File: config.mk
export PLATFORM = sky130hd
export DESIGN_NAME = rfa_alu
export DESIGN_NICKNAME = d
export VERILOG_FILES = /design/src/sv/register_file_alu_executor_defines.svh /design/src/sv/rfa_pkg.sv /design/src/sv/rfa_alu.sv
export SDC_FILE = /design/constraint.sdc
export NUM_CORES = 1
export LEC_CHECK = 0
export BUFFER_PORTS_ARGS = -buffer_cell sky130_fd_sc_hd__buf_2
export CORE_MARGIN = 10
export CORE_UTILIZATION = 45
export DETAILED_ROUTE_END_ITERATION = 10
export GPL_TIMING_DRIVEN = 0
export PLACE_DENSITY_LB_ADDON = 0.12
export SYNTH_ARGS = -nofsm -noshare
export SYNTH_HDL_FRONTEND = slang
export SYNTH_SLANG_ARGS = --single-unit
File: constraint.sdc
create_clock -name i_clk -period 6.71 [get_ports i_clk]
set_input_delay 1.6775 -clock i_clk [delete_from_list [all_inputs] [get_ports i_clk]]
set_output_delay 1.6775 -clock i_clk [all_outputs]
set_load 0.02 [all_outputs]
File: src/sv/register_file_alu_executor_defines.svh
// assertion macros used by the executor module
`ifndef REGISTER_FILE_ALU_EXECUTOR_DEFINES_SVH
`define REGISTER_FILE_ALU_EXECUTOR_DEFINES_SVH

// same-cycle implication, disabled during reset
`define RFA_ASSERT_IMP(lbl, clk, rst_n, ante, cons, msg) \
    lbl: assert property (@(posedge clk) disable iff (!rst_n) (ante) |-> (cons)) \
        else $error(msg);

// next-cycle implication, disabled during reset
`define RFA_ASSERT_NXT(lbl, clk, rst_n, ante, cons, msg) \
    lbl: assert property (@(posedge clk) disable iff (!rst_n) (ante) |=> (cons)) \
        else $error(msg);

`endif

File: src/sv/rfa_pkg.sv
`timescale 1ns / 1ps

package rfa_pkg;

    // item kinds
    typedef enum logic [1:0] {
        KIND_WRITE = 2'd0,
        KIND_EXEC  = 2'd1,
        KIND_READ  = 2'd2,
        KIND_NONE  = 2'd3
    } t_kind;

    // alu opcodes
    typedef enum logic [3:0] {
        OP_NOP     = 4'd0,
        OP_MOV     = 4'd1,
        OP_XOR     = 4'd2,
        OP_OR      = 4'd3,
        OP_AND     = 4'd4,
        OP_LSL     = 4'd5,
        OP_LSR     = 4'd6,
        OP_LT      = 4'd7,
        OP_ADD     = 4'd8,
        OP_SUB     = 4'd9,
        OP_MUL     = 4'd10,
        OP_EQ      = 4'd11,
        OP_DIV     = 4'd12,
        OP_MOD     = 4'd13,
        OP_CMOV    = 4'd14,
        OP_INVALID = 4'd15
    } t_op;

    // result status codes
    typedef enum logic [1:0] {
        ST_OK       = 2'd0,
        ST_BAD_OP   = 2'd1,
        ST_DIV_ZERO = 2'd2
    } t_status;

    // sequencer to alu
    typedef struct packed {
        logic start;
        t_op  op;
    } t_alu_req;

    // alu to sequencer
    typedef struct packed {
        logic    done;
        t_status status;
    } t_alu_rsp;

endpackage

File: src/sv/rfa_alu.sv
`timescale 1ns / 1ps

module rfa_alu #(
    parameter int unsigned WORD_WIDTH = 32
) (
    input  logic                  i_clk,
    input  logic                  i_rst_n,
    input  rfa_pkg::t_alu_req     i_req,
    input  logic [WORD_WIDTH-1:0] i_x,
    input  logic [WORD_WIDTH-1:0] i_y,
    input  logic [WORD_WIDTH-1:0] i_z,
    output rfa_pkg::t_alu_rsp     o_rsp,
    output logic [WORD_WIDTH-1:0] o_result
);

    import rfa_pkg::*;

    localparam int unsigned W  = WORD_WIDTH;
    localparam int unsigned CW = $clog2(W + 1);
    localparam int unsigned SW = $clog2(W);
    localparam logic [W-1:0] SHIFT_LIMIT = W'(W);

    logic          r_done;
    logic          r_run;
    logic [CW-1:0] r_cnt;
    t_status       r_status;
    t_op           r_op;
    logic [W-1:0]  r_res;
    logic [W-1:0]  r_acc;
    logic [W-1:0]  r_q;

    logic [W-1:0]  w_simple;
    logic          w_is_div;
    logic [W:0]    w_shifted;
    logic [W+1:0]  w_addend;
    logic [W+1:0]  w_sum;
    logic          w_ge;
    logic          w_iter_start;

    // combinational operations, latched into r_res at start
    always_comb begin
        case (i_req.op)
            OP_MOV:  w_simple = i_x;
            OP_XOR:  w_simple = i_x ^ i_y;
            OP_OR:   w_simple = i_x | i_y;
            OP_AND:  w_simple = i_x & i_y;
            OP_LSL:  w_simple = (i_y >= SHIFT_LIMIT) ? '0 : (i_x << i_y[SW-1:0]);
            OP_LSR:  w_simple = (i_y >= SHIFT_LIMIT) ? '0 : (i_x >> i_y[SW-1:0]);
            OP_LT:   w_simple = {{(W-1){1'b0}}, (i_x < i_y)};
            OP_ADD:  w_simple = i_x + i_y;
            OP_SUB:  w_simple = i_x - i_y;
            OP_EQ:   w_simple = {{(W-1){1'b0}}, (i_x == i_y)};
            OP_CMOV: w_simple = (i_x != '0) ? i_y : i_z;
            default: w_simple = '0;
        endcase
    end

    // shared shift-add / shift-subtract step, one bit per cycle
    assign w_is_div  = (r_op == OP_DIV) || (r_op == OP_MOD);
    assign w_shifted = w_is_div ? {r_acc, r_q[W-1]} : {r_acc, 1'b0};
    assign w_addend  = w_is_div ? ~{2'b00, i_y} : {2'b00, (r_q[W-1] ? i_x : '0)};
    assign w_sum     = {1'b0, w_shifted} + w_addend + (W+2)'(w_is_div);
    assign w_ge      = ~w_sum[W+1];

    assign w_iter_start = i_req.start &&
        ((i_req.op == OP_MUL) ||
         (((i_req.op == OP_DIV) || (i_req.op == OP_MOD)) && (i_y != '0)));

    // control: run flag, bit counter, done strobe
    always_ff @(posedge i_clk) begin
        if (!i_rst_n) begin
            r_done <= 1'b0;
            r_run  <= 1'b0;
            r_cnt  <= '0;
        end else begin
            r_done <= 1'b0;
            if (i_req.start) begin
                r_run  <= w_iter_start;
                r_done <= !w_iter_start;
                r_cnt  <= CW'(W);
            end else if (r_run) begin
                r_cnt <= r_cnt - CW'(1);
                if (r_cnt == CW'(1)) begin
                    r_run  <= 1'b0;
                    r_done <= 1'b1;
                end
            end
        end
    end

    // datapath registers
    always_ff @(posedge i_clk) begin
        if (i_req.start) begin
            r_op     <= i_req.op;
            r_res    <= w_simple;
            r_acc    <= '0;
            r_status <= ST_OK;
            case (i_req.op)
                OP_MUL: begin
                    r_q <= i_y;
                end
                OP_DIV, OP_MOD: begin
                    r_q <= (i_y == '0) ? '0 : i_x;
                    if (i_y == '0) begin
                        r_status <= ST_DIV_ZERO;
                    end
                end
                OP_INVALID: begin
                    r_q      <= '0;
                    r_status <= ST_BAD_OP;
                end
                default: begin
                    r_q <= '0;
                end
            endcase
        end else if (r_run) begin
            if (w_is_div) begin
                r_acc <= w_ge ? w_sum[W-1:0] : w_shifted[W-1:0];
                r_q   <= {r_q[W-2:0], w_ge};
            end else begin
                r_acc <= w_sum[W-1:0];
                r_q   <= {r_q[W-2:0], 1'b0};
            end
        end
    end

    // result select
    always_comb begin
        case (r_op)
            OP_MUL:  o_result = r_acc;
            OP_DIV:  o_result = r_q;
            OP_MOD:  o_result = r_acc;
            default: o_result = r_res;
        endcase
    end

    assign o_rsp.done   = r_done;
    assign o_rsp.status = r_status;

endmodule

==> impl_metrics.csv <==
group,metric,value,unit
outcome,status,"finished, violations left",
outcome,violations,"DRC, capacitance limit, setup timing",
worst_setup_path,cp.buffers_inverters,6,
final_layout,nFillCells,3686,
final_layout,final_cells,2825,
synthesis,synth_area,16500,µm²
cts,worstSkewPairLatency,360,ps
detailed_routing,first_iter_violations,3247,
worst_setup_path,cp_max_fo,11,
final_layout,seq_area,2900,µm²
global_routing,grt-ovfl-total,0,
pwr,pwr_density_cell,150,nW/µm²
cts,clkSlewWorstSetupHoldPaths,80,ps
floorplan,num_rows,70,
timing,layout_setup_ws,-114,ps
floorplan,io_pins,138,
global_routing,first_global_vias,19000,
cts,htreeDepth,3,
cts,cts_buffers,9,
pwr,power_leakage,7.26,nW
detailed_routing,drt_first_pass_iters,11,
detailed_routing,ant_nets,0,
timing,drv_slew,0,
timing,final-hold-violation-count,0,
placed_design,post-dp-hpwl,71400,µm
floorplan,start_util,45.3,%
timing,setup_tns,-120,ps
timing,fin_crit_sh,102,%
detailed_routing,routedWlPerCell,31.5,µm
worst_setup_path,critical-path-top-delay-family,"compound AO/OA/AOI/OAI gates",
synthesis,synth-edff-count,70,
cts,clock-sinks,110,
floorplan,die-height,211,µm
synthesis,synth_cell_types,87,
global_routing,grt_first_pass_wirelength,128000,µm
timing,worst_pin_slew,1480,ps
final_layout,fin_nets,2589,
detailed_routing,dr_total_vias,19900,
synthesis,ys_seq_area_share,17.6,%
worst_setup_path,start_kind,"input pin",
final_layout,drive_above_1_share,11.3,%
placed_design,dp_cells,2811,
final_layout,area_growth,9.76,%
timing,rsz0062_at_grt,"no",
run,max_cap_viol_count,1,
worst_hold_path,hold_path_class,"reg2reg",
synthesis,ys_ff_latch,110,
timing,fmax,147,MHz
worst_setup_path,crit_chain,"buf_2 > clkbuf_1 > inv_1 > clkbuf_1 > clkbuf_2 > ha_1 > buf_2 > nor3b_1 > nor3_1 > o31ai_1 > a311oi_2 > a21o_1 > o211ai_1 > a21boi_1 > o31ai_2 > o2111ai_1",
floorplan,die_w,211,µm
detailed_routing,drc,1,
detailed_routing,routed_wl,89000,µm
global_routing,grt_usage,38.5,%
synthesis,yosysWarnings,0,
synthesis,synth_nets,2444,
worst_setup_path,cp-end-kind,"flip-flop",
synthesis,async_reset_ff_share,0,%
synthesis,synthesis.instances,2206,
placed_design,gp_congestion,1.09,
cts,clockBufferDepth,2,
synthesis,synth_top_flop_cell,"edfxtp_1",
cts,root_buffer,"clkbuf_16",
worst_setup_path,cp.required,6720,ps
timing,finalSetupViolCount,2,
final_layout,multi_input_area,12100,µm²
cts,hold_buffers,0,
floorplan,coreArea,36300,µm²
placed_design,place_area,17700,µm²
final_layout,stdcell_area,18100,µm²
pwr,ir_drop,0.136,mV
placed_design,port_buffers,137,
detailed_routing,viasPerCell,7.05,
worst_setup_path,slowest_delay,590,ps
worst_setup_path,critical_path.slowest_cell,"clkbuf_1",
timing,layout_min_cycle_time,6820,ps
synthesis,avgSynthCellArea,7.47,µm²
global_routing,antenna_found_initial,4,
timing,relSlewSlack,0.0873,%
worst_setup_path,critical_path_class,"in2reg",
global_routing,grt_max_degree,40,
timing,finClkSkew,12.2,ps
cts,cts_tree,"built",
worst_setup_path,arrival,6840,ps
floorplan,dieArea,44700,µm²
==> registers in the layout (all words and copies together) (netlist names) <==
| register | count |
|---|---|
| r_acc | 32 |
| r_q | 32 |
| r_res | 32 |
| r_cnt | 6 |
| r_op | 4 |
| r_status | 2 |
| r_done | 1 |
| r_run | 1 |
==> power breakdown <==
group | total [W] | internal (W) | switching, W | leakage (nW)
logic | 0.00131 | 0.000413 | 0.000896 | 6.08
clock network | 0.000579 | 0.000299 | 0.000280 | 0.155
registers | 0.000816 | 0.000783 | 0.0000330 | 1.02
==> worst register-to-register path: cells and delay by family, from the launching register on <==
kind	cells	cell delay, ps
flip-flops	1	390
AO/OA/AOI/OAI	7	1840
AND/OR/NAND/NOR	5	720
buffers and inverters	7	1910
adder cells (fa/ha/maj)	1	320
==> logic make-up after synthesis <==
kind of cell             count (synthesis)  share of synthesized area, %
buffers and inverters                  375                          8.97
adder cells (fa/ha/maj)                135                          10.4
flip-flops                             110                          17.6
AND/OR/NAND/NOR                        606                          16.9
XOR/XNOR                                31                          1.65
AO/OA/AOI/OAI                          805                          32.8
multiplexers                           144                          11.6
==> placed cells by master (no fill, tap or decap), types with 16 or more instances in the layout <==
master,instances
nor2_1,213
inv_1,170
buf_2,161
a21oi_1,159
o21ai_0,158
nand2_1,157
clkbuf_1,146
ha_1,131
mux2i_1,90
edfxtp_1,70
nand3_1,66
o22ai_1,48
a221oi_1,44
a22oi_1,43
o21ai_1,40
dfxtp_1,40
a211oi_1,38
nor3_1,36
mux4_2,36
o211ai_1,34
a222oi_1,32
a21o_1,25
nor4_1,22
a31oi_1,21
a221o_1,21
nor2b_1,20
o21bai_1,18
nand2b_1,16
xnor2_1,16
==> synthesized netlist by cell type, types with 25 or more instances <==
master | n | area [µm²]
mux2i_1 | 90 | 901
a22oi_1 | 43 | 323
o211ai_1 | 34 | 255
o22ai_1 | 48 | 300
a221oi_1 | 44 | 385
a21oi_1 | 159 | 796
a222oi_1 | 32 | 320
dfxtp_1 | 40 | 801
o21ai_1 | 40 | 200
nand3_1 | 66 | 330
edfxtp_1 | 70 | 2100
o21ai_0 | 158 | 791
a211oi_1 | 38 | 285
inv_1 | 170 | 638
a21o_1 | 25 | 188
clkbuf_1 | 153 | 574
buf_2 | 25 | 125
ha_1 | 131 | 1640
nand2_1 | 157 | 589
nor2_1 | 213 | 800
mux4_2 | 36 | 811
nor3_1 | 36 | 180
==> worst paths after layout <==
kind,from,to,slack (ps),cells past startpoint
worst min register to register,r_cnt[1],r_cnt[1],490,2
worst max-delay path,i_y[3],r_res[0],-110,16
worst min-delay path,r_cnt[1],r_cnt[1],490,2
worst max register to register,r_op[2],r_acc[28],1430,20
==> per-layer routing <==
layer | global-route usage [%] | routed length, µm
met4 | 29.9 | 7960
met3 | 9.29 | 10100
met5 | 0 | 52
met2 | 58.8 | 38100
met1 | 45.9 | 32800
==> final cells by class <==
cell class | count | share of cell area, %
diodes | 1 | 0.0138
plain buffers | 197 | 4.52
multi-input cells | 1721 | 67.0
inverters | 174 | 3.62
repair buffers | 138 | 3.83
clock buffers | 9 | 1.25
clock inverters | 7 | 0.470
well taps | 468 | 3.24
flip-flops and latches | 110 | 16.0
==> timing repair <==
action | in CTS | in global routing
buffers inserted | 1 | 0
endpoints found under the setup margin | 37 | 21
resized for setup | 8 | 3
pin swaps | 1 | 0
==> through the flow <==
stage               util [%]  hold slack (ps)  power (W)  setup slack (ps)
floorplan                  -              456    0.00160              1370
detailed placement      48.8              483    0.00207             -1120
finish                  49.8              487    0.00270              -114
CTS                     49.8              491    0.00264               137
global placement        48.8              466    0.00207             -1050
global route            49.8              521    0.00280              31.9
Note: power is estimated with default switching activity, not from simulation.
